$ cat src/hw/rtl/oced_pkg.sv
// Shared types and constants for the oriented crossing event detector.
package oced_pkg;

    localparam int MAX_CHANNELS_DEF = 16;
    localparam int CHANNEL_W        = 4;
    localparam int CHANNEL_CNT      = 2 ** CHANNEL_W;
    localparam int VALUE_W          = 32;
    localparam int TOL_W            = 31;
    localparam logic [TOL_W-1:0] ZERO_TOL_RESET = TOL_W'(66);

    typedef enum logic [1:0] {
        KIND_INIT = 2'd0,
        KIND_TEST = 2'd1,
        KIND_LIFT = 2'd2
    } kind_t;

    typedef enum logic [1:0] {
        ORIENT_PM   = 2'd0,
        ORIENT_MP   = 2'd1,
        ORIENT_BOTH = 2'd2
    } orient_t;

    typedef enum logic [1:0] {
        ACT_NONE = 2'd0,
        ACT_NEW  = 2'd1,
        ACT_OLD  = 2'd2
    } action_t;

    typedef enum logic [2:0] {
        ST_ZERO  = 3'd0,
        ST_PLUS  = 3'd1,
        ST_MINUS = 3'd2,
        ST_PM    = 3'd3,
        ST_MP    = 3'd4
    } status_t;

    typedef struct packed {
        logic [1:0]                 kind;
        logic [CHANNEL_W-1:0]       channel;
        logic signed [VALUE_W-1:0]  value;
        logic signed [VALUE_W-1:0]  target;
        logic [1:0]                 orientation;
        logic signed [VALUE_W-1:0]  old_lift_value;
        logic signed [VALUE_W-1:0]  new_lift_value;
        logic                       last_channel;
    } item_t;

    typedef struct packed {
        logic [1:0] action;
        logic [2:0] new_status;
        logic       any_crossing;
        logic       last;
    } result_t;

    // evaluation outcome handed from the evaluator to the top level
    typedef struct packed {
        action_t action;
        status_t new_status;
        logic    wr_en;
    } eval_t;

endpackage

$ cat src/hw/rtl/oced_eval.sv
// Combinational evaluation of one beat: init classify, sign chart and lifted decision tree.
module oced_eval (
    input  oced_pkg::item_t               item,
    input  oced_pkg::status_t             cur_status,
    input  logic [oced_pkg::TOL_W-1:0]    zero_tolerance,
    output oced_pkg::eval_t               ev
);
    import oced_pkg::*;

    // exact 33-bit differences against target
    logic signed [VALUE_W:0] d;
    logic signed [VALUE_W:0] dol;
    logic signed [VALUE_W:0] dnl;
    logic [VALUE_W:0]        mag;
    logic sn_pos, sn_neg, sn_zero;
    logic so_pos, so_neg, so_zero;
    logic snl_pos, snl_neg;
    logic pm_ok, mp_ok;
    status_t follow;
    status_t cand;
    action_t where_at;

    assign d   = {item.value[VALUE_W-1], item.value}
               - {item.target[VALUE_W-1], item.target};
    assign dol = {item.old_lift_value[VALUE_W-1], item.old_lift_value}
               - {item.target[VALUE_W-1], item.target};
    assign dnl = {item.new_lift_value[VALUE_W-1], item.new_lift_value}
               - {item.target[VALUE_W-1], item.target};

    assign sn_neg  = d[VALUE_W];
    assign sn_zero = (d == '0);
    assign sn_pos  = !sn_neg && !sn_zero;
    assign so_neg  = dol[VALUE_W];
    assign so_zero = (dol == '0);
    assign so_pos  = !so_neg && !so_zero;
    assign snl_neg = dnl[VALUE_W];
    assign snl_pos = !snl_neg && (dnl != '0);

    assign mag = sn_neg ? (VALUE_W+1)'(-d) : d;

    assign pm_ok = (item.orientation == ORIENT_PM) || (item.orientation == ORIENT_BOTH);
    assign mp_ok = (item.orientation == ORIENT_MP) || (item.orientation == ORIENT_BOTH);

    assign follow = sn_pos ? ST_PLUS : (sn_neg ? ST_MINUS : ST_ZERO);

    // lifted decision tree; ST_ZERO as candidate means no crossing
    always_comb
    begin
        cand     = ST_ZERO;
        where_at = ACT_NONE;
        if (sn_zero)
        begin
            if (so_pos)
            begin
                cand     = ST_PM;
                where_at = ACT_NEW;
            end
            else if (so_neg)
            begin
                cand     = ST_MP;
                where_at = ACT_NEW;
            end
        end
        else if ((sn_pos && so_neg) || (sn_neg && so_pos))
        begin
            cand     = sn_pos ? ST_MP : ST_PM;
            where_at = ACT_NEW;
        end
        else if (!so_zero)
        begin
            where_at = ACT_OLD;
            if (snl_pos)
                cand = (cur_status == ST_PLUS) ? ST_ZERO : ST_MP;
            else if (snl_neg)
                cand = (cur_status == ST_MINUS) ? ST_ZERO : ST_PM;
            else
                cand = (cur_status == ST_PLUS) ? ST_PM : ST_MP;
        end
    end

    always_comb
    begin
        ev.action     = ACT_NONE;
        ev.new_status = cur_status;
        ev.wr_en      = 1'b1;
        unique case (item.kind)
            KIND_INIT:
            begin
                if (mag < {2'b00, zero_tolerance})
                    ev.new_status = ST_ZERO;
                else
                    ev.new_status = sn_pos ? ST_PLUS : ST_MINUS;
            end
            KIND_TEST:
            begin
                ev.new_status = follow;
                if (!sn_neg && cur_status == ST_MINUS && mp_ok)
                begin
                    ev.new_status = ST_MP;
                    ev.action     = ACT_NEW;
                end
                else if (!sn_pos && cur_status == ST_PLUS && pm_ok)
                begin
                    ev.new_status = ST_PM;
                    ev.action     = ACT_NEW;
                end
            end
            KIND_LIFT:
            begin
                ev.new_status = follow;
                if (cur_status != ST_ZERO &&
                    ((cand == ST_PM && pm_ok) || (cand == ST_MP && mp_ok)))
                begin
                    ev.new_status = cand;
                    ev.action     = where_at;
                end
            end
            default:
            begin
                // unused kind: report stored status, leave table alone
                ev.wr_en = 1'b0;
            end
        endcase
    end

endmodule

$ cat src/hw/rtl/oced_status_table.sv
// Per-channel status store with index wrap and reset to ZERO.
module oced_status_table #(
    parameter int MAX_CHANNELS = oced_pkg::MAX_CHANNELS_DEF
) (
    input  logic                           clk,
    input  logic                           rst_n,
    input  logic [oced_pkg::CHANNEL_W-1:0] channel,
    input  logic                           wr_en,
    input  oced_pkg::status_t              wr_status,
    output oced_pkg::status_t              rd_status
);
    import oced_pkg::*;

    localparam int IDX_W = (MAX_CHANNELS > 1) ? $clog2(MAX_CHANNELS) : 1;

    logic [IDX_W-1:0] wrap [CHANNEL_CNT];
    logic [IDX_W-1:0] idx;
    status_t          status_reg [MAX_CHANNELS];

    // channel numbers past the table wrap around
    for (genvar g = 0; g < CHANNEL_CNT; g++)
    begin : g_wrap
        assign wrap[g] = IDX_W'(g % MAX_CHANNELS);
    end

    assign idx       = wrap[channel];
    assign rd_status = status_reg[idx];

    always_ff @(posedge clk or negedge rst_n)
    begin
        if (!rst_n)
        begin
            for (int i = 0; i < MAX_CHANNELS; i++)
                status_reg[i] <= ST_ZERO;
        end
        else if (wr_en)
        begin
            status_reg[idx] <= wr_status;
        end
    end

endmodule

$ cat src/hw/rtl/oriented_crossing_event_detector_core.sv
// Top level of the oriented crossing event detector.
//
// Input beats (item_valid/item_ready, payload item) each name a channel and
// a kind: init, plain crossing test or lifted periodic test. Each beat gives
// exactly one result beat (result_valid/result_ready, payload result) with
// the action, the channel's new status (unchanged for an unused kind), and on
// the beat marked last the any-crossing flag for the pass, which then clears.
// An accepted beat waits in the input register, is evaluated there, and its
// result is registered. Throughput: one beat per cycle while result_ready is high;
// the per-channel status read-modify-write and the crossing flag update complete
// in the evaluate stage, so a beat for the same channel may follow immediately.
// When result_ready is low the result is held, one more beat waits in the
// input register, and item_ready drops once both are full.
// zero_tolerance is written through zero_tolerance_we/zero_tolerance_wdata; the user must
// do so only while the block is idle, which the block does not enforce. Reset clears all
// channel status to ZERO, clears the pass flag, empties both stages and sets zero_tolerance to 66.
module oriented_crossing_event_detector_core #(
    parameter int MAX_CHANNELS = oced_pkg::MAX_CHANNELS_DEF
) (
    input  logic                         clk,
    input  logic                         rst_n,
    input  logic                         item_valid,
    output logic                         item_ready,
    input  oced_pkg::item_t              item,
    output logic                         result_valid,
    input  logic                         result_ready,
    output oced_pkg::result_t            result,
    input  logic                         zero_tolerance_we,
    input  logic [oced_pkg::TOL_W-1:0]   zero_tolerance_wdata
);
    import oced_pkg::*;

    logic             s1_valid_reg;
    item_t            s1_item_reg;
    logic             result_valid_reg;
    result_t          result_reg;
    logic             crossing_seen_reg;
    logic             crossing_seen_next;
    logic [TOL_W-1:0] zero_tolerance_reg;
    logic             advance;
    status_t          cur_status;
    eval_t            ev;

    assign advance      = s1_valid_reg && (!result_valid_reg || result_ready);
    assign item_ready   = !s1_valid_reg || advance;
    assign result_valid = result_valid_reg;
    assign result       = result_reg;

    oced_status_table #(
        .MAX_CHANNELS (MAX_CHANNELS)
    ) u_table (
        .clk       (clk),
        .rst_n     (rst_n),
        .channel   (s1_item_reg.channel),
        .wr_en     (advance && ev.wr_en),
        .wr_status (ev.new_status),
        .rd_status (cur_status)
    );

    oced_eval u_eval (
        .item           (s1_item_reg),
        .cur_status     (cur_status),
        .zero_tolerance (zero_tolerance_reg),
        .ev             (ev)
    );

    assign crossing_seen_next = crossing_seen_reg || (ev.action != ACT_NONE);

    always_ff @(posedge clk or negedge rst_n)
    begin
        if (!rst_n)
        begin
            s1_valid_reg       <= 1'b0;
            result_valid_reg   <= 1'b0;
            crossing_seen_reg  <= 1'b0;
            zero_tolerance_reg <= ZERO_TOL_RESET;
        end
        else
        begin
            if (item_ready)
                s1_valid_reg <= item_valid;
            if (advance)
                result_valid_reg <= 1'b1;
            else if (result_ready)
                result_valid_reg <= 1'b0;
            if (advance)
                crossing_seen_reg <= s1_item_reg.last_channel ? 1'b0 : crossing_seen_next;
            if (zero_tolerance_we)
                zero_tolerance_reg <= zero_tolerance_wdata;
        end
    end

    always_ff @(posedge clk)
    begin
        if (item_valid && item_ready)
            s1_item_reg <= item;
        if (advance)
        begin
            result_reg.action       <= ev.action;
            result_reg.new_status   <= ev.new_status;
            result_reg.any_crossing <= s1_item_reg.last_channel && crossing_seen_next;
            result_reg.last         <= s1_item_reg.last_channel;
        end
    end

endmodule

$ cat config.mk
export PLATFORM = sky130hd
export DESIGN_NAME = oriented_crossing_event_detector_core
export DESIGN_NICKNAME = d
export VERILOG_FILES = /design/src/hw/rtl/oced_pkg.sv /design/src/hw/rtl/oced_eval.sv /design/src/hw/rtl/oced_status_table.sv /design/src/hw/rtl/oriented_crossing_event_detector_core.sv
export SDC_FILE = /design/constraint.sdc
export NUM_CORES = 1
export LEC_CHECK = 0
export BUFFER_PORTS_ARGS = -buffer_cell sky130_fd_sc_hd__buf_2
export CAP_MARGIN = 20
export CELL_PAD_IN_SITES_DETAIL_PLACEMENT = 1
export CELL_PAD_IN_SITES_GLOBAL_PLACEMENT = 1
export CORE_MARGIN = 8
export CORE_UTILIZATION = 47
export DETAILED_ROUTE_END_ITERATION = 8
export HOLD_SLACK_MARGIN = 0.05
export PLACE_DENSITY = 0.83
export SYNTH_ARGS = -nofsm -noshare
export SYNTH_HDL_FRONTEND = slang
export SYNTH_SLANG_ARGS = --single-unit
$ cat constraint.sdc
create_clock -name clk -period 6.2 [get_ports clk]
set_input_delay 1.55 -clock clk [delete_from_list [all_inputs] [get_ports clk]]
set_output_delay 1.55 -clock clk [all_outputs]
set_load 0.01 [all_outputs]
# Word-level counts from Yosys, hierarchy flattened
# Memories as Yosys holds them, arrays and structs flattened.
# Cells that the tools add are included.
# totals
reg_bits	226
latchBits	0
ram_bits	0
mem_bits_ro	64
output_inout_bits	9
wordCells	130
n_memories	1
# classes
n_addsub	4
multipliers	0
div_mod_pow	0
n_lt_le_gt_ge	4
eq_ne	8
n_shift	0
mux	38
bitwise	2
n_reduce_logical	41
# mem_list
name	words	word_bits	rd	rd_clocked_by_memory_dff	write_ports	line	text
(no name shown)	16	4	1	0	0	oced_status_table.sv:26	assign idx = wrap[channel];
# op_table
cell	n
$sub A32 B32 Y33	3
$logic_not A33 Y1	2
$bwmux W48	1
$mux W3	15
$lt A33 B31 Y1	1
$mux W33	1
$neg A33 Y33	1
$reduce_bool A33 Y1	1
$logic_and A1 B1 Y1	17
$mux W4	4
$mux W2	7
$bmux W3 S4	1
$demux W3 S4	1
$ge A5 B5 Y1 const B	2
$not A4 Y5	2
$pmux W3 S3	1
$logic_not A1 Y1	8
$logic_or A1 B1 Y1	7
$eq A3 B2 Y1 const B	2
$lt A5 B1 Y1 const B	1
$mux W1	5
$mux W5	1
$eq A2 B1 Y1 const B	2
$eq A2 B2 Y1 const B	2
other kinds (7)	9

# Depth between registers and ports, before layout
# depth
ltp_word	24
mapped_depth	26
depth_no_buf	25

# Modules after synthesis
# From an unflattened synthesis, not the netlist that was laid out.
# unflattened
cells_unflattened	1758
area_unflattened_um2	17055.1
# modules_own_cells
module	instances	cells_per_inst	area_each_um2	seq_area_each_um2
oced_eval	1	1377	9077.5	0.0
oriented_crossing_event_detector_core	1	223	5644.2	5177.5
oced_status_table	1	158	2333.5	1201.2

# Worst setup path after synthesis
# No wires, ideal clock.
# synth_path
kind	register to register
start	register s1_item_reg[67] (netlist name)
end	register result_reg, in the netlist result[3], data pin
setup_time_ps	272
arrival_time_ps	5461
t_required_ps	5928
slack_ps	467
stages_incl_launch_ff	22
path_buffers	2
period_less_slack_ps	5733
path_cell_list	edfxtp_1 > ha_1 > fa_1 > nand2b_1 > a211oi_2 > o211ai_1 > a2111oi_4 > o221ai_1 > a31oi_4 > clkbuf_1 > a31oi_1 > xor2_1 > ha_1 > and4_1 > a2111oi_0 > a41o_1 > nand2_1 > o31ai_2 > o21ai_2 > a2111oi_4 > buf_6 > a21oi_2
# synth_rtl
item	line	text
from (decl)	oriented_crossing_event_detector_core.sv:34	item_t s1_item_reg;
from (signal assigned)	oriented_crossing_event_detector_core.sv:96	s1_item_reg <= item;
to (decl)	oriented_crossing_event_detector_core.sv:36	result_t result_reg;

==> summary.md <==
| Metric | Value |
|---|---|
| Hpwl dp | `between 40,000 and 50,000 um` |
| Final cell utilization of the core | `a little over half` |
| Die Footprint | `just over 40,000 um^2` |
| Core outline area | `34,400 um^2` |
| Top Usage Layer GRT | `met2` |
| Relative slew slack | `a little under 30%` |
| ANT nets after route | `0` |
| WP data required | `between 6 and 7 ns` |
| Largest register FFs | `between 100 and 150` |
| Crit Path Class | `reg -> reg` |
| Synth Area in XOR/XNOR | `about 4.1%` |
| Post-DP Area | `17,600 um^2` |
| Clk Latency, worst-skew pair | `0.55 ns` |
| Crit path DAT | `a little over 6 ns` |
| Pin count of the biggest net entering global routing | `approximately 140` |
| Met1 GRT Util | `a little over a third` |
| Vias | `14,600` |
| FP Rows | `68` |
| CTS sink cnt | `between 200 and 250` |
| DRT Pass-1 Iters | `5` |
| Synth area leaders | `edfxtp_1 (26%), dfrtp_1 (12%), ha_1 (10%)` |
| Clk root buf | `clkbuf_16` |
| Nets | `around 2,200` |
| Critical Path Start Type | `register` |
| Port buffer count | `roughly 180` |
| Met2 Usage GRT | `43.9%` |
| Post-synthesis adder-cell area fraction | `10.4%` |
| Min cycle time layout | `between 5 and 6 ns` |
| Number of antenna diodes | `0` |
| Final Skew | `0.0143 ns` |
| Clock tree buffer depth | `3` |
| Final setup vio count | `0` |
| Syn Std Cell Area | `about 16,000 um^2` |
| CP max FO | `9` |
| Syn Nets | `approximately 2,000` |
| Area added between synthesis and finish | `14.9%` |
| Hold_buf cts | `0` |
| Status | `complete, no violations` |
| Final Hold Vio Count | `0` |
| CTS tree | `done` |
| Crit. End Element | `register` |
| Seq/Total Area, Yosys | `around 40%` |
| Vias in the first global route | `15,200` |
| Mean Syn Cell Area | `between 9 and 10 um^2` |
| Number of flops mapped to enable cells by yosys | `144` |
| Layout cells sized above 1 | `between 15 and 20%` |
| P per Cell Area | `~280 nW/um^2` |
| Post-synth top area share | `a little over a quarter` |
| Routed length per instance | `~24 um` |
| Synth Area in Compound Gates | `between 20% and 30%` |
| Initial antenna violation count | `1` |
| Clock H-tree levels | `1` |
| GRT Overall Usage | `26.5%` |
| Total congestion overflow | `0` |
| Largest family of logic cells by synthesized area | `compound AO/OA/AOI/OAI gates` |
| Final instance area | `around 19,000 um^2` |
| Post-synth top area cell | `edfxtp_1` |
| Max-slew violations | `0` |
| Worst-path clk slew | `approximately 0.070 ns` |
| Final Power | `5.24 mW` |
| Setup TNS | `0 ns` |
| # IOs | `~180` |
| Num CTS Buffers | `25` |
| Primary FF master, synth | `edfxtp_1` |
| Worst slew pin tran | `about 1.0 ns` |
| Drt first-iter violations | `roughly 1,100` |
| Hold Crit Class | `reg -> reg` |
| Post-synthesis async set-or-reset flop share | `between 30% and 40%` |
| Die Wd | `202 um` |
| Max Freq | `~170 MHz` |
| Vias per cell | `between 6 and 7` |
| Initial Utilization | `47.5%` |
| First-pass GRT wire length | `a little under 90,000 um` |
| Leakage | `7.89 nW` |
| Maximum VDD drop | `0.000331 V` |
| Remaining DRCs | `0` |
| Simple-gate area share of the yosys netlist | `17.6%` |
| Post-synthesis mux area share | `approximately 3.5%` |
| Seq cells post-synth | `about 230` |
| Die H | `just over 200 um` |
| Synth Instances | `roughly 1,700` |
| Distinct cells, synth | `approximately 100` |
| Max-Cap Viols | `0` |
| Warnings from Yosys | `0` |
| Crit share post-route | `approximately 96%` |
| Drt total wl | `between 50,000 and 60,000 um` |
| Min Hold Slack | `between 0.4 and 0.5 ns` |
| Gpl congestion | `0.929` |
| Met3 Usage GRT | `4.56%` |
[cell usage after synthesis, types with 6 or more instances]
| cell type | count |
|---|---|
| nor2_1 | 152 |
| nand2b_1 | 14 |
| nand2_1 | 179 |
| and3_1 | 11 |
| a21o_1 | 26 |
| ha_1 | 133 |
| o21ai_0 | 125 |
| mux2_2 | 21 |
| a211oi_1 | 18 |
| buf_2 | 11 |
| dfrtp_1 | 80 |
| or4_1 | 9 |
| nor3_1 | 33 |
| a22o_1 | 6 |
| edfxtp_1 | 144 |
| a211o_1 | 6 |
| or3_1 | 16 |
| o211ai_1 | 9 |
| and2_1 | 12 |
| xor2_1 | 33 |
| nand4_1 | 45 |
| o21a_1 | 21 |
| a2111oi_0 | 6 |
| xnor2_1 | 44 |
| o31ai_1 | 6 |
| nor4_1 | 13 |
| a21oi_1 | 132 |
| buf_6 | 10 |
| nand3_1 | 35 |
| o2111ai_1 | 7 |
| mux4_2 | 12 |
| a31oi_1 | 29 |
| clkbuf_1 | 42 |
| mux2i_1 | 6 |
| inv_1 | 97 |
| a21oi_2 | 17 |
| o21bai_1 | 10 |
| nor4b_1 | 6 |
| nor2b_1 | 21 |
[power by group]
part / switching (mW) / total, mW / internal, mW / leakage [nW]
Sequential: 0.0970 / 1.90 / 1.80 / 2.39
Clock: 0.617 / 1.54 / 0.920 / 0.431
Combinational: 1.10 / 1.80 / 0.706 / 5.07
[layout by cell type (no fill, tap or decap), types with 7 or more instances in the layout]
| master | instances |
|---|---|
| buf_2 | 180 |
| nand2_1 | 179 |
| nor2_1 | 151 |
| edfxtp_1 | 144 |
| ha_1 | 132 |
| a21oi_1 | 130 |
| o21ai_0 | 122 |
| inv_1 | 97 |
| dfrtp_1 | 80 |
| nand4_1 | 45 |
| xnor2_1 | 43 |
| nand3_1 | 33 |
| xor2_1 | 33 |
| nor3_1 | 33 |
| buf_4 | 31 |
| clkbuf_16 | 30 |
| a31oi_1 | 28 |
| a21o_1 | 26 |
| nor2b_1 | 21 |
| o21a_1 | 21 |
| mux2_2 | 21 |
| a21oi_2 | 19 |
| a211oi_1 | 17 |
| or3_1 | 16 |
| nand2b_1 | 13 |
| nor4_1 | 13 |
| mux4_2 | 12 |
| and3_1 | 11 |
| and2_1 | 10 |
| o21bai_1 | 10 |
| o211ai_1 | 9 |
| or4_1 | 9 |
| o21ai_1 | 7 |
| o2111ai_1 | 7 |
[layer usage]
metal	vias to the layer above	wire length, um
met3	81	3110
met1	7356	25200
li1	6791	-
met5	-	13
met4	2	1520
met2	419	26400
[area by class of cell]
| type | instances | area [um^2] |
|---|---|---|
| clock buffers | 41 | 835 |
| clock inverters | 5 | 32.5 |
| fillers | 3980 | 15600 |
| inverters | 97 | 364 |
| multi-input cells | 1339 | 9340 |
| flip-flops and latches | 226 | 6380 |
| well taps | 455 | 569 |
| repair buffers | 216 | 1250 |
[repair_timing]
item                                    CTS  global route
pin swaps                                 1            10
endpoints found under the setup margin    2            34
setup buffers                             2             7
gates cloned                              0             1
resized for setup                         0            26
hold endpoints to repair                  0             0
[path summary, 6_finish.rpt]
check	endpoint	start	slack [ns]	cells after the start
setup / recovery	result[3]$_DFFE_PP_	s1_item_reg[67]$_DFFE_PP_	0.27	26
hold / removal	u_table.status_reg[16]$_DFFE_PN0P_	u_table.status_reg[16]$_DFFE_PN0P_	0.48	2
setup reg to reg	result[3]$_DFFE_PP_	s1_item_reg[67]$_DFFE_PP_	0.27	26
hold reg to reg	u_table.status_reg[16]$_DFFE_PN0P_	u_table.status_reg[16]$_DFFE_PN0P_	0.48	2
max in group asynchronous	u_table.status_reg[9]$_DFFE_PN0P_	rst_n	4.62	2
min in group asynchronous	u_table.status_reg[5]$_DFFE_PN0P_	rst_n	0.96	1
[worst max-delay path, cell delays in order, from the launching register on]
cell and delay, ns:
edfxtp_1 0.43, ha_1 0.27, fa_2 0.37, nand2b_4 0.17, a211oi_4 0.33, o21a_1 0.22, o21ai_1 0.10, a221oi_2 0.38
buf_4 0.17, buf_4 0.09, nand2_1 0.09, nor3b_2 0.33, nor2_1 0.09, xor2_1 0.16, ha_1 0.31, a21o_1 0.18
a21oi_1 0.26, nand3b_1 0.15, o21ai_1 0.22, a41o_1 0.27, nand2_1 0.11, o31ai_4 0.21, o21ai_2 0.11, a2111oi_4 0.28
buf_4 0.20, buf_12 0.13, a21oi_2 0.04
[per-stage QoR]
step | instances | worst slack, ns
finish | 2379 | 0.270
global route | 2379 | -0.0554
CTS | 2369 | 0.00550
detailed placement | 2321 | 0.0287
global placement | 2321 | 0.288
floorplan | 1731 | 0.467
[cells by family (layout without fill, tap and decap cells)]
kind of cell	Yosys count	in the layout
buffers and inverters	166	359
adders and majority gates	135	135
muxes	39	39
xor gates and xnor gates	77	77
DFF	226	226
AOI/OAI and AO/OA	504	504
and+or+nand+nor	584	584
(Power assumes the default switching activity.)
